## config.mk

```make
export PLATFORM = sky130hd
export DESIGN_NAME = stack_push_pop_swap_add
export DESIGN_NICKNAME = d
export VERILOG_FILES = /design/src/design/stk_pkg.sv /design/src/design/stk_dp.sv /design/src/design/stk_ctrl.sv /design/src/design/stack_push_pop_swap_add.sv
export SDC_FILE = /design/constraint.sdc
export NUM_CORES = 2
export LEC_CHECK = 0
export ABC_AREA = 0
export ABC_CLOCK_PERIOD_IN_PS = 11320
export BUFFER_PORTS_ARGS = -buffer_cell sky130_fd_sc_hd__buf_2
export CORE_MARGIN = 2
export CORE_UTILIZATION = 35
export DETAILED_ROUTE_END_ITERATION = 8
export GPL_TIMING_DRIVEN = 0
export PLACE_DENSITY_LB_ADDON = 0.15
export SLEW_MARGIN = 20
export SYNTH_ARGS = -nofsm -noshare
export SYNTH_HDL_FRONTEND = slang
export SYNTH_SLANG_ARGS = --single-unit
```

## constraint.sdc

```tcl
create_clock -name clk -period 11.32 [get_ports clk]
set_clock_uncertainty 0.1 [all_clocks]
set_input_delay 1.698 -clock clk [delete_from_list [all_inputs] [get_ports clk]]
set_output_delay 1.698 -clock clk [all_outputs]
set_load 0.02 [all_outputs]
```

## src/design/stk_pkg.sv

```systemverilog
// Shared constants, operation and status codes, and controller/datapath
// interface types for the hardware stack. No dependencies.

package stk_pkg;

	localparam int STACK_DEPTH = 64;
	localparam int ADDR_W      = $clog2(STACK_DEPTH);
	localparam int CNT_W       = $clog2(STACK_DEPTH + 1);
	localparam int DATA_W      = 32;
	localparam int IDX_W       = 6;
	localparam int DEPTH_W     = 7;
	localparam int WIDE_W      = CNT_W + IDX_W;

	localparam logic [1:0] OP_PUSH   = 2'd0;
	localparam logic [1:0] OP_REMOVE = 2'd1;
	localparam logic [1:0] OP_SWAP   = 2'd2;
	localparam logic [1:0] OP_ADD    = 2'd3;

	localparam logic [1:0] ST_DONE  = 2'd0;
	localparam logic [1:0] ST_INDEX = 2'd1;
	localparam logic [1:0] ST_FULL  = 2'd2;
	localparam logic [1:0] ST_FEW   = 2'd3;

	typedef struct packed {
		logic load_in;
		logic decode;
		logic do_push;
		logic rd_second;
		logic apply;
		logic shift_start;
		logic shift_step;
		logic pop_count;
		logic load_out;
	} stk_cmd_t;

	typedef struct packed {
		logic [1:0] op;
		logic       err;
		logic       idx_zero;
		logic       one_entry;
		logic       shift_none;
		logic       shift_last;
		logic       out_free;
	} stk_stat_t;

endpackage

```

## src/design/stk_dp.sv

```systemverilog
// Datapath of the hardware stack: input and result registers, entry count,
// cached top value and the store for the entries below the top.
// Depends on stk_pkg.

module stk_dp (
	input  logic                          clk,
	input  logic                          arst_n,
	input  stk_pkg::stk_cmd_t             cmd,
	output stk_pkg::stk_stat_t            stat,
	input  logic [1:0]                    opcode,
	input  logic signed [stk_pkg::DATA_W-1:0] value,
	input  logic [stk_pkg::IDX_W-1:0]     index,
	output logic                          out_valid,
	input  logic                          out_ready,
	output logic [1:0]                    status,
	output logic signed [stk_pkg::DATA_W-1:0] top_value,
	output logic [stk_pkg::DEPTH_W-1:0]   depth
);

	logic [1:0]                   op_q;
	logic [stk_pkg::DATA_W-1:0]   val_q;
	logic [stk_pkg::IDX_W-1:0]    idx_q;
	logic [stk_pkg::CNT_W-1:0]    cnt_q;
	logic [stk_pkg::DATA_W-1:0]   top_q;
	logic [stk_pkg::DATA_W-1:0]   rd_q;
	logic [stk_pkg::ADDR_W-1:0]   wr_ptr_q;
	logic [1:0]                   st_q;
	logic                         out_valid_q;
	logic [1:0]                   out_status_q;
	logic [stk_pkg::DATA_W-1:0]   out_top_q;
	logic [stk_pkg::DEPTH_W-1:0]  out_depth_q;

	// Entries below the top; the top itself lives in top_q.
	logic [stk_pkg::DATA_W-1:0]   mem [stk_pkg::STACK_DEPTH];

	logic [stk_pkg::CNT_W-1:0]    cnt_m1, cnt_m2, cnt_m3;
	logic [stk_pkg::WIDE_W-1:0]   idx_w, cnt_w, pos_w;
	logic [stk_pkg::ADDR_W-1:0]   pos;
	logic [1:0]                   st_d;
	logic                         mem_we;
	logic [stk_pkg::ADDR_W-1:0]   mem_wa, mem_ra;
	logic [stk_pkg::DATA_W-1:0]   mem_wd;
	logic [stk_pkg::CNT_W+stk_pkg::DEPTH_W-1:0] depth_ext;

	assign cnt_m1 = cnt_q - stk_pkg::CNT_W'(1);
	assign cnt_m2 = cnt_q - stk_pkg::CNT_W'(2);
	assign cnt_m3 = cnt_q - stk_pkg::CNT_W'(3);
	assign idx_w  = {stk_pkg::CNT_W'(0), idx_q};
	assign cnt_w  = {stk_pkg::IDX_W'(0), cnt_q};
	// Memory slot of the entry being removed when it is not the top.
	assign pos_w  = cnt_w - stk_pkg::WIDE_W'(1) - idx_w;
	assign pos    = pos_w[stk_pkg::ADDR_W-1:0];

	always_comb begin
		case (op_q)
			stk_pkg::OP_PUSH: begin
				st_d = (cnt_q == stk_pkg::CNT_W'(stk_pkg::STACK_DEPTH)) ?
					stk_pkg::ST_FULL : stk_pkg::ST_DONE;
			end
			stk_pkg::OP_REMOVE: begin
				st_d = (idx_w >= cnt_w) ? stk_pkg::ST_INDEX : stk_pkg::ST_DONE;
			end
			stk_pkg::OP_SWAP, stk_pkg::OP_ADD: begin
				st_d = (cnt_q < stk_pkg::CNT_W'(2)) ? stk_pkg::ST_FEW : stk_pkg::ST_DONE;
			end
			default: begin
				st_d = stk_pkg::ST_DONE;
			end
		endcase
	end

	assign stat.op         = op_q;
	assign stat.err        = (st_d != stk_pkg::ST_DONE);
	assign stat.idx_zero   = (idx_q == stk_pkg::IDX_W'(0));
	assign stat.one_entry  = (cnt_q == stk_pkg::CNT_W'(1));
	assign stat.shift_none = (idx_q == stk_pkg::IDX_W'(1));
	assign stat.shift_last = (stk_pkg::CNT_W'(wr_ptr_q) == cnt_m3);
	assign stat.out_free   = !out_valid_q || out_ready;

	always_comb begin
		mem_we = 1'b0;
		mem_wa = cnt_m2[stk_pkg::ADDR_W-1:0];
		mem_wd = top_q;
		mem_ra = wr_ptr_q + stk_pkg::ADDR_W'(2);
		if (cmd.do_push) begin
			// The old top drops into the store when there is one.
			mem_we = (cnt_q != stk_pkg::CNT_W'(0));
			mem_wa = cnt_m1[stk_pkg::ADDR_W-1:0];
		end
		if (cmd.rd_second) begin
			mem_ra = cnt_m2[stk_pkg::ADDR_W-1:0];
		end
		if (cmd.apply && op_q == stk_pkg::OP_SWAP) begin
			mem_we = 1'b1;
		end
		if (cmd.shift_start) begin
			mem_ra = pos + stk_pkg::ADDR_W'(1);
		end
		if (cmd.shift_step) begin
			// Write the word read last cycle one slot lower; the default read
			// fetches the next one.
			mem_we = 1'b1;
			mem_wa = wr_ptr_q;
			mem_wd = rd_q;
		end
	end

	always_ff @(posedge clk) begin
		if (mem_we) begin
			mem[mem_wa] <= mem_wd;
		end
		rd_q <= mem[mem_ra];
	end

	always_ff @(posedge clk) begin
		if (cmd.load_in) begin
			op_q  <= opcode;
			val_q <= value;
			idx_q <= index;
		end
		if (cmd.decode) begin
			st_q <= st_d;
		end
		if (cmd.do_push) begin
			top_q <= val_q;
		end else if (cmd.apply) begin
			if (op_q == stk_pkg::OP_ADD) begin
				top_q <= rd_q + top_q;
			end else begin
				top_q <= rd_q;
			end
		end
		if (cmd.shift_start) begin
			wr_ptr_q <= pos;
		end else if (cmd.shift_step) begin
			wr_ptr_q <= wr_ptr_q + stk_pkg::ADDR_W'(1);
		end
		if (cmd.load_out) begin
			out_status_q <= st_q;
			out_top_q    <= (cnt_q == stk_pkg::CNT_W'(0)) ? '0 : top_q;
			out_depth_q  <= depth_ext[stk_pkg::DEPTH_W-1:0];
		end
	end

	assign depth_ext = {stk_pkg::DEPTH_W'(0), cnt_q};

	always_ff @(posedge clk or negedge arst_n) begin
		if (!arst_n) begin
			cnt_q       <= '0;
			out_valid_q <= 1'b0;
		end else begin
			if (cmd.do_push) begin
				cnt_q <= cnt_q + stk_pkg::CNT_W'(1);
			end else if ((cmd.apply && op_q != stk_pkg::OP_SWAP) || cmd.pop_count) begin
				cnt_q <= cnt_m1;
			end
			if (cmd.load_out) begin
				out_valid_q <= 1'b1;
			end else if (out_ready) begin
				out_valid_q <= 1'b0;
			end
		end
	end

	assign out_valid = out_valid_q;
	assign status    = out_status_q;
	assign top_value = out_top_q;
	assign depth     = out_depth_q;

endmodule

```

## src/design/stk_ctrl.sv

```systemverilog
// Controller of the hardware stack: sequences decode, the read of the second
// entry, the close-up sweep of a removal and the hand-off of the result.
// Depends on stk_pkg.

module stk_ctrl (
	input  logic               clk,
	input  logic               arst_n,
	input  logic               in_valid,
	output logic               in_ready,
	input  stk_pkg::stk_stat_t stat,
	output stk_pkg::stk_cmd_t  cmd
);

	localparam logic [2:0] S_IDLE   = 3'd0;
	localparam logic [2:0] S_DECODE = 3'd1;
	localparam logic [2:0] S_APPLY  = 3'd2;
	localparam logic [2:0] S_SHIFT  = 3'd3;
	localparam logic [2:0] S_RESULT = 3'd4;

	logic [2:0] state_q, state_d;

	assign in_ready = (state_q == S_IDLE);

	always_comb begin
		cmd     = '0;
		state_d = state_q;
		case (state_q)
			S_IDLE: begin
				if (in_valid) begin
					cmd.load_in = 1'b1;
					state_d     = S_DECODE;
				end
			end
			S_DECODE: begin
				cmd.decode = 1'b1;
				state_d    = S_RESULT;
				if (!stat.err) begin
					case (stat.op)
						stk_pkg::OP_PUSH: begin
							cmd.do_push = 1'b1;
						end
						stk_pkg::OP_SWAP, stk_pkg::OP_ADD: begin
							cmd.rd_second = 1'b1;
							state_d       = S_APPLY;
						end
						stk_pkg::OP_REMOVE: begin
							if (stat.idx_zero) begin
								if (stat.one_entry) begin
									cmd.pop_count = 1'b1;
								end else begin
									cmd.rd_second = 1'b1;
									state_d       = S_APPLY;
								end
							end else if (stat.shift_none) begin
								cmd.pop_count = 1'b1;
							end else begin
								cmd.shift_start = 1'b1;
								state_d         = S_SHIFT;
							end
						end
						default: begin
							state_d = S_RESULT;
						end
					endcase
				end
			end
			S_APPLY: begin
				cmd.apply = 1'b1;
				state_d   = S_RESULT;
			end
			S_SHIFT: begin
				cmd.shift_step = 1'b1;
				if (stat.shift_last) begin
					cmd.pop_count = 1'b1;
					state_d       = S_RESULT;
				end
			end
			S_RESULT: begin
				if (stat.out_free) begin
					cmd.load_out = 1'b1;
					state_d      = S_IDLE;
				end
			end
			default: begin
				state_d = S_IDLE;
			end
		endcase
	end

	always_ff @(posedge clk or negedge arst_n) begin
		if (!arst_n) begin
			state_q <= S_IDLE;
		end else begin
			state_q <= state_d;
		end
	end

endmodule

```

## src/design/stack_push_pop_swap_add.sv

```systemverilog
// Top level of the hardware stack: joins the controller and the datapath.
// Depends on stk_pkg, stk_ctrl and stk_dp.
//
//   channel  handshake            fields
//   in       in_valid / in_ready  opcode, value, index
//   out      out_valid/ out_ready status, top_value, depth
//
// One word is in work at a time. Push, errors and removal of the only entry or of
// the one just below the top go from decode straight to the result state; swap,
// add and removal of the top of a deeper stack pass through the apply state first;
// removal at index i of 2 or more moves each entry above it down in the shift state.
// A result waits in the output register while out_ready is low; the next word
// is accepted once the current result has been loaded there.
// Reset empties the stack; the entry store itself is not cleared.

module stack_push_pop_swap_add (
	input  logic                                clk,
	input  logic                                arst_n,
	input  logic                                in_valid,
	output logic                                in_ready,
	input  logic [1:0]                          opcode,
	input  logic signed [stk_pkg::DATA_W-1:0]   value,
	input  logic [stk_pkg::IDX_W-1:0]           index,
	output logic                                out_valid,
	input  logic                                out_ready,
	output logic [1:0]                          status,
	output logic signed [stk_pkg::DATA_W-1:0]   top_value,
	output logic [stk_pkg::DEPTH_W-1:0]         depth
);

	stk_pkg::stk_cmd_t  cmd;
	stk_pkg::stk_stat_t stat;

	stk_ctrl u_ctrl (
		.clk      (clk),
		.arst_n   (arst_n),
		.in_valid (in_valid),
		.in_ready (in_ready),
		.stat     (stat),
		.cmd      (cmd)
	);

	stk_dp u_dp (
		.clk       (clk),
		.arst_n    (arst_n),
		.cmd       (cmd),
		.stat      (stat),
		.opcode    (opcode),
		.value     (value),
		.index     (index),
		.out_valid (out_valid),
		.out_ready (out_ready),
		.status    (status),
		.top_value (top_value),
		.depth     (depth)
	);

endmodule

```

# Word level (Yosys, flattened, before mapping)
# Memory sizes are Yosys's and may differ from the RTL's. A register that Yosys moved wholly into a read port is not among the register bits.
# Cells that the tools add are included.
[word_totals] register_bits=132 word_cells=113 memories=1 mem_bits_rw=2048 in_bits=44
[classes] n_reduce_logical=17 mux=56 n_addsub=10 n_lt_le_gt_ge=2 n_eq_ne=15
[mem_list] memory="u_dp.mem" depth=64 word_bits=32 read_ports=1 rd_ports_with_merged_regs=1 wr=1 line="stk_dp.sv:34" rtl="logic [stk_pkg::DATA_W-1:0] mem [stk_pkg::STACK_DEPTH];"
[ops] op="$mux W32" n=4
[ops] op="$mux W6" n=6
[ops] op="$add A32 B32 Y32" n=1
[ops] op="$mux W1" n=28
[ops] op="$mux W3" n=8
[ops] op="$pmux W3 S5" n=1
[ops] op="$mux W7" n=2
[ops] op="$add A6 B1 Y6 const B" n=2
[ops] op="$reduce_bool A2 Y1" n=5
[ops] op="$ne A2 B2 Y1 const B" n=4
[ops] op="$add A7 B1 Y7 const B" n=1
[ops] op="$eq A6 B7 Y1" n=1
[ops] op="$eq A7 B1 Y1 const B" n=1
[ops] op="$eq A7 B7 Y1 const B" n=1
[ops] op="$ge A6 B7 Y1" n=1
[ops] op="$logic_not A7 Y1" n=1
[ops] op="$lt A7 B2 Y1 const B" n=1
[ops] op="$reduce_bool A7 Y1" n=1
[ops] op="$sub A7 B1 Y7 const B" n=1
[ops] op="$sub A7 B2 Y7 const B" n=1
[ops] op="$add A6 B2 Y6 const B" n=1
[ops] op="$eq A3 B2 Y1 const B" n=2
[ops] op="$eq A6 B1 Y1 const B" n=1
[ops] op="$logic_not A6 Y1" n=1
[ops] op="other kinds (18)" n=24

# Logic depth before layout (Yosys ltp)
[depth] ltp_word=11 mapped_depth=19 ltp_nobuf=15

# By module
# A second synthesis with hierarchy kept.
[unflattened] hier_cells=4388 area_unflattened_um2=88139.5
[by_module_without_submodules] module="stk_dp" area_each_um2=87805.5 n_inst=1 cells_each=4346
[by_module_without_submodules] module="stk_ctrl" area_each_um2=334.1 n_inst=1 cells_each=42

# Least setup slack after synthesis
# No wires, ideal clock.
[synth_path] path_kind="reg-to-reg" from="register u_dp.cnt_q[1] in the netlist's numbering" to="memory u_dp.mem[22][0] in the netlist's numbering (enable)" slack_ns=5.849 arrival_time_ns=4.950 setup_time_ns=0.421 required_ns=10.799 path_stages_with_launch=16 cell_sequence="dfrtp_1 > clkbuf_1 > inv_1 > ha_1 > nor3b_2 > nand3_1 > nand4_1 > clkbuf_1 > clkbuf_1 > buf_1 > ha_1 > a21oi_1 > inv_1 > nor2_1 > nand2_1 > nor2_1"
[synth_between] elab_chain_len=11
[synth_lines] item="start: declaration" line="stk_dp.sv:23" rtl="logic [stk_pkg::CNT_W-1:0] cnt_q;"
[synth_lines] item="start signal: assignment" line="stk_dp.sv:153" rtl="cnt_q <= cnt_q + stk_pkg::CNT_W'(1);"
[synth_lines] item="start signal: assignment" line="stk_dp.sv:155" rtl="cnt_q <= cnt_m1;"
[synth_lines] item="$lt A7 B2 Y1, or another cell as far along" line="stk_dp.sv:64" rtl="st_d = (cnt_q < stk_pkg::CNT_W'(2)) ? stk_pkg::ST_FEW : stk_pkg::ST_DONE;"
[synth_lines] item="$mux W2, or another cell as far along" line="stk_dp.sv:64"
[synth_lines] item="$pmux W2 S3" line="stk_dp.sv:55" rtl="case (op_q)"
[synth_lines] item="$reduce_bool A2 Y1" line="stk_dp.sv:73" rtl="assign stat.err = (st_d != stk_pkg::ST_DONE);"
[synth_lines] item="$mux W2" line="stk_ctrl.sv:37" rtl="if (!stat.err) begin"
[synth_lines] item="$mux W3" line="stk_ctrl.sv:27" rtl="case (state_q)"
[synth_lines] item="$mux W1" line="stk_dp.sv:85" rtl="if (cmd.do_push) begin"
[synth_lines] item="$mux W1" line="stk_dp.sv:93" rtl="if (cmd.apply && op_q == stk_pkg::OP_SWAP) begin"
[synth_lines] item="$mux W1" line="stk_dp.sv:99" rtl="if (cmd.shift_step) begin"
[synth_lines] item="$mux W1" line="stk_dp.sv:109" rtl="if (mem_we) begin"
[synth_lines] item="$mux W1 (not written as such)" line="stk_dp.sv:110" rtl="mem[mem_wa] <= mem_wd;"
[synth_lines] item="end: declaration" line="stk_dp.sv:34"
# Parallel ways exist; a longest one is shown, timed or not.

# Worst setup path in the final report
[layout_path] from="register u_dp.cnt_q[1] in the netlist's numbering" to="register u_dp.rd_q[14] in the netlist's numbering, read port of u_dp.mem"
[layout_between] elab_chain_len=8
[layout_lines] item="parallel branches: the longest is 7 deep, another holds $sub A6 B1 Y6"
[layout_lines] item="$mux W6 (*)" line="stk_dp.sv:96" rtl="if (cmd.shift_start) begin"
[layout_lines] item="end: declaration" line="stk_dp.sv:25" rtl="logic [stk_pkg::DATA_W-1:0] rd_q;"
# Every way passes the cells marked *.
# A chain may end at the register's enable or synchronous reset.

==> metrics.md <==
| Metric | Value |
|---|---|
| Status | `finished, final reports clean` |
| Antenna violations before repair | `50` |
| Nets@finish | `7071` |
| Syn Area/Cell | `approximately 14 sq um` |
| Total power divided by cell area | `323 mW/mm^2` |
| CP Max Fanout | `11` |
| Slew margin rel. | `approximately 7.3%` |
| CTS tree | `built` |
| Top post-synthesis cells by area | `edfxtp_1 (72%), nand2_1 (5.6%), mux2i_1 (4.4%), nand3_1 (3.3%), a21oi_1 (1.3%)` |
| Final Hold Viols | `0` |
| MaxCap Viol Count | `0` |
| First-pass GRT wire length | `534 mm` |
| Total CTS buffers | `between 200 and 250` |
| Die X-Extent | `511 um` |
| Cells after Synth | `about 6500` |
| Setup WS post-layout | `3.19 ns` |
| PortBufs | `86` |
| DRC Markers | `0` |
| Reg2reg path depth | `15` |
| Req. time, crit path | `11.94 ns` |
| Core area | `0.256 sq mm` |
| Routed len/inst | `about 38 um` |
| Total design power | `34.5 mW` |
| Worst endpoint data arrival time | `8.76 ns` |
| Synth Net Count | `6582` |
| Max-slew violation total from the final report | `0` |
| Hold Path Class | `flop to flop` |
| Detail Placement HPWL | `around 290 mm` |
| Share of cells above drive strength 1 | `about 14%` |
| FF+latch area | `0.0660 sq mm` |
| Clk sinks | `2212` |
| Drt pass-1 iters | `8` |
| Grt total ovfl | `0` |
| Element type at the critical path start | `flop` |
| Ys async rst share | `0.497%` |
| Post-route ant nets | `0` |
| Worst Tran Pin Value | `1.39 ns` |
| Starting density of the core | `35.1%` |
| Fin Setup TNS | `0 ns` |
| Hold-fix buffers, CTS | `0` |
| Die area | `between 0.2 and 0.3 sq mm` |
| RePlAce Congestion | `0.948` |
| CP Capture Type | `flop` |
| Post-synth EDFFs | `around 2200` |
| Mapped cell area | `0.0901 sq mm` |
| Most used DFF post-synth | `edfxtp_1` |
| Worst VDD drop | `0.185 mV` |
| Reg-to-reg critical path endpoint | `u_dp.rd_q[14]$_DFF_P_` |
| Commonest non-fill, non-tap cell in the layout | `edfxtp_1` |
| Worst hold slack | `0.290 ns` |
| Most frequent cells in the layout | `edfxtp_1 (2169), nand2_1 (1352), nand3_1 (589)` |
| Yosys cell types | `92` |
| Syn. warnings | `0` |
| Cell row count | `186` |
| Fin crit share | `71.9%` |
| Crit path kind | `flop to flop` |
| Largest area contributor in the netlist | `edfxtp_1` |
| Root Driver | `clkbuf_16` |
| Starting DRC count in detailed routing | `10700` |
| Worst-case clock buffer depth | `3` |
| Final WL | `407 mm` |
| Post-route minimum period | `about 8 ns` |
| GRT Total Usage | `30.4%` |
| Die H | `511 um` |
| Unrepaired setup endpoints after global routing | `false` |
| Worst Setup Slack post-DPL | `between 3 and 4 ns` |
| Pin count of the biggest net entering global routing | `65` |
| Worst setup path end | `u_dp.rd_q[14]$_DFF_P_` |
| Crit Reg-Reg Startpoint | `u_dp.cnt_q[1]$_DFFE_PN0P_` |
| Vias | `around 63000` |
| Vias/cell | `5.97` |
| Multi-input gate area | `around 0.023 sq mm` |
| R2R setup slack | `3.19 ns` |
| Post-CTS setup buffers | `0` |
| Filler cell count | `23700` |
| Lkg Pwr | `around 37 nW` |
| Skew-Pair Late Insertion Delay | `approximately 0.94 ns` |
| Post-synth top area share | `72.3%` |
| Final Util | `41.7%` |
| Clock slew at reported path FFs | `~0.060 ns` |
| Sequential-to-total area share from yosys stat | `roughly 73%` |
| Area growth syn-to-layout | `18.9%` |
| Final setup fails | `0` |
| Crit path from | `u_dp.cnt_q[1]$_DFFE_PN0P_` |
| Htree depth | `4` |
| Max Clk Rate | `0.123 GHz` |
| Num ports | `87` |
| Vias in the first global route | `58000` |
| #FFs+latches synth | `roughly 2200` |
| Post-CTS Resized | `0` |
[logic make-up after synthesis]
group / share of synthesized area, %
xor+xnor: 0.502
fa+ha+maj: 0.781
buf+inv: 2.25
simple gates: 11.7
mux: 5.04
compound gates: 6.39
flops: 73.3
[worst max-delay path, stage by stage (launching register included)]
cell      delay, ns
dfrtp_1        0.53
clkbuf_1       0.38
inv_1          0.31
ha_1           0.33
nor3b_2        0.21
nand3_1        0.20
nand3_2        0.23
a21oi_1        0.51
nand2_1        0.33
o21ai_2        0.84
clkbuf_1       1.01
clkbuf_2       0.75
nand3_1        0.22
a311oi_1       1.01
a31oi_2        0.38
a21oi_1        0.57
[state kept, by name, indices dropped and copies added, names as in the netlist, 3 cells and up]
register,flops
u_ctrl.state_q,3
u_dp.cnt_q,7
u_dp.depth,7
u_dp.idx_q,6
u_dp.mem,2048
u_dp.rd_q,32
u_dp.top_q,32
u_dp.top_value,32
u_dp.val_q,32
u_dp.wr_ptr_q,6
[per-layer routing]
| metal | vias to the layer above | GRT usage [%] | part of all wire [%] |
|---|---|---|---|
| li1 | 25500 | - | - |
| met3 | 1031 | 8.24 | 11 |
| met4 | 24 | 18.6 | 7.4 |
| met5 | - | 0 | 0.077 |
| met1 | 32200 | 39.5 | 38 |
| met2 | 4405 | 45.3 | 43 |
[layout make-up]
class                           count  area share [%]
Tap cell                         3384            3.96
Buffer                            393            1.83
Inverter                           34           0.119
Clock inverter                    137            1.25
Clock buffer                      302            5.77
Antenna cell                       26          0.0608
Sequential cell                  2212            61.7
Multi-Input combinational cell   3844            21.2
Timing Repair Buffer              254            4.09
[worst min-delay path by stage]
stage | start | endpoint | slack [ns] | depth (start not counted)
after floorplan | u_dp.st_q[0]$_DFFE_PP_ | u_dp.status[0]$_DFFE_PP_ | 0.30 | 0
after global placement | u_dp.st_q[1]$_DFFE_PP_ | u_dp.status[1]$_DFFE_PP_ | 0.31 | 0
after detailed placement | u_dp.st_q[0]$_DFFE_PP_ | u_dp.status[0]$_DFFE_PP_ | 0.31 | 0
after CTS | u_dp.st_q[1]$_DFFE_PP_ | u_dp.status[1]$_DFFE_PP_ | 0.29 | 0
after global routing | u_dp.st_q[1]$_DFFE_PP_ | u_dp.status[1]$_DFFE_PP_ | 0.32 | 0
final | u_dp.st_q[1]$_DFFE_PP_ | u_dp.status[1]$_DFFE_PP_ | 0.29 | 0
[per-stage QoR]
step | std cells | cell area, sq um
2_1_floorplan | 6483 | 90100
3_3_place_gp | 9953 | 94700
3_5_place_dp | 10100 | 99400
4_1_cts | 10600 | 107000
5_1_grt | 10600 | 107000
6_report | 10600 | 107000
[Yosys cell counts, types with 6 or more instances]
| cell type | number |
|---|---|
| edfxtp_1 | 2169 |
| nand2_1 | 1352 |
| nand3_1 | 589 |
| mux2i_1 | 394 |
| a21oi_1 | 228 |
| nor2_1 | 208 |
| buf_2 | 194 |
| o22ai_1 | 136 |
| clkbuf_1 | 124 |
| o21ai_0 | 116 |
| a31oi_1 | 75 |
| a311oi_1 | 60 |
| ha_1 | 53 |
| and3_1 | 52 |
| o221ai_1 | 49 |
| mux2_2 | 46 |
| nor3_1 | 43 |
| and2_1 | 41 |
| nor4_1 | 38 |
| buf_1 | 35 |
| buf_4 | 32 |
| dfxtp_1 | 32 |
| inv_1 | 30 |
| nand4_1 | 30 |
| a211oi_1 | 29 |
| a32oi_1 | 26 |
| xor2_1 | 25 |
| xnor2_1 | 24 |
| a21o_1 | 23 |
| o21ai_1 | 19 |
| or3_1 | 16 |
| nand2b_1 | 14 |
| nor2b_1 | 14 |
| a311o_1 | 11 |
| dfrtp_1 | 11 |
| o21a_1 | 10 |
| a221oi_1 | 8 |
| buf_6 | 8 |
| a221o_1 | 7 |
| a32o_1 | 7 |
| o211ai_1 | 7 |
| o2111ai_1 | 6 |
[power breakdown]
group	internal, mW	total [mW]	switching [mW]	leakage [nW]
Clock	4.27	7.67	3.40	3.65
Combinational	3.55	16.4	12.8	13.2
Sequential	10.3	10.5	0.207	19.9
Total	18.1	34.5	16.4	36.8
Note: power is estimated with default switching activity, not from simulation.
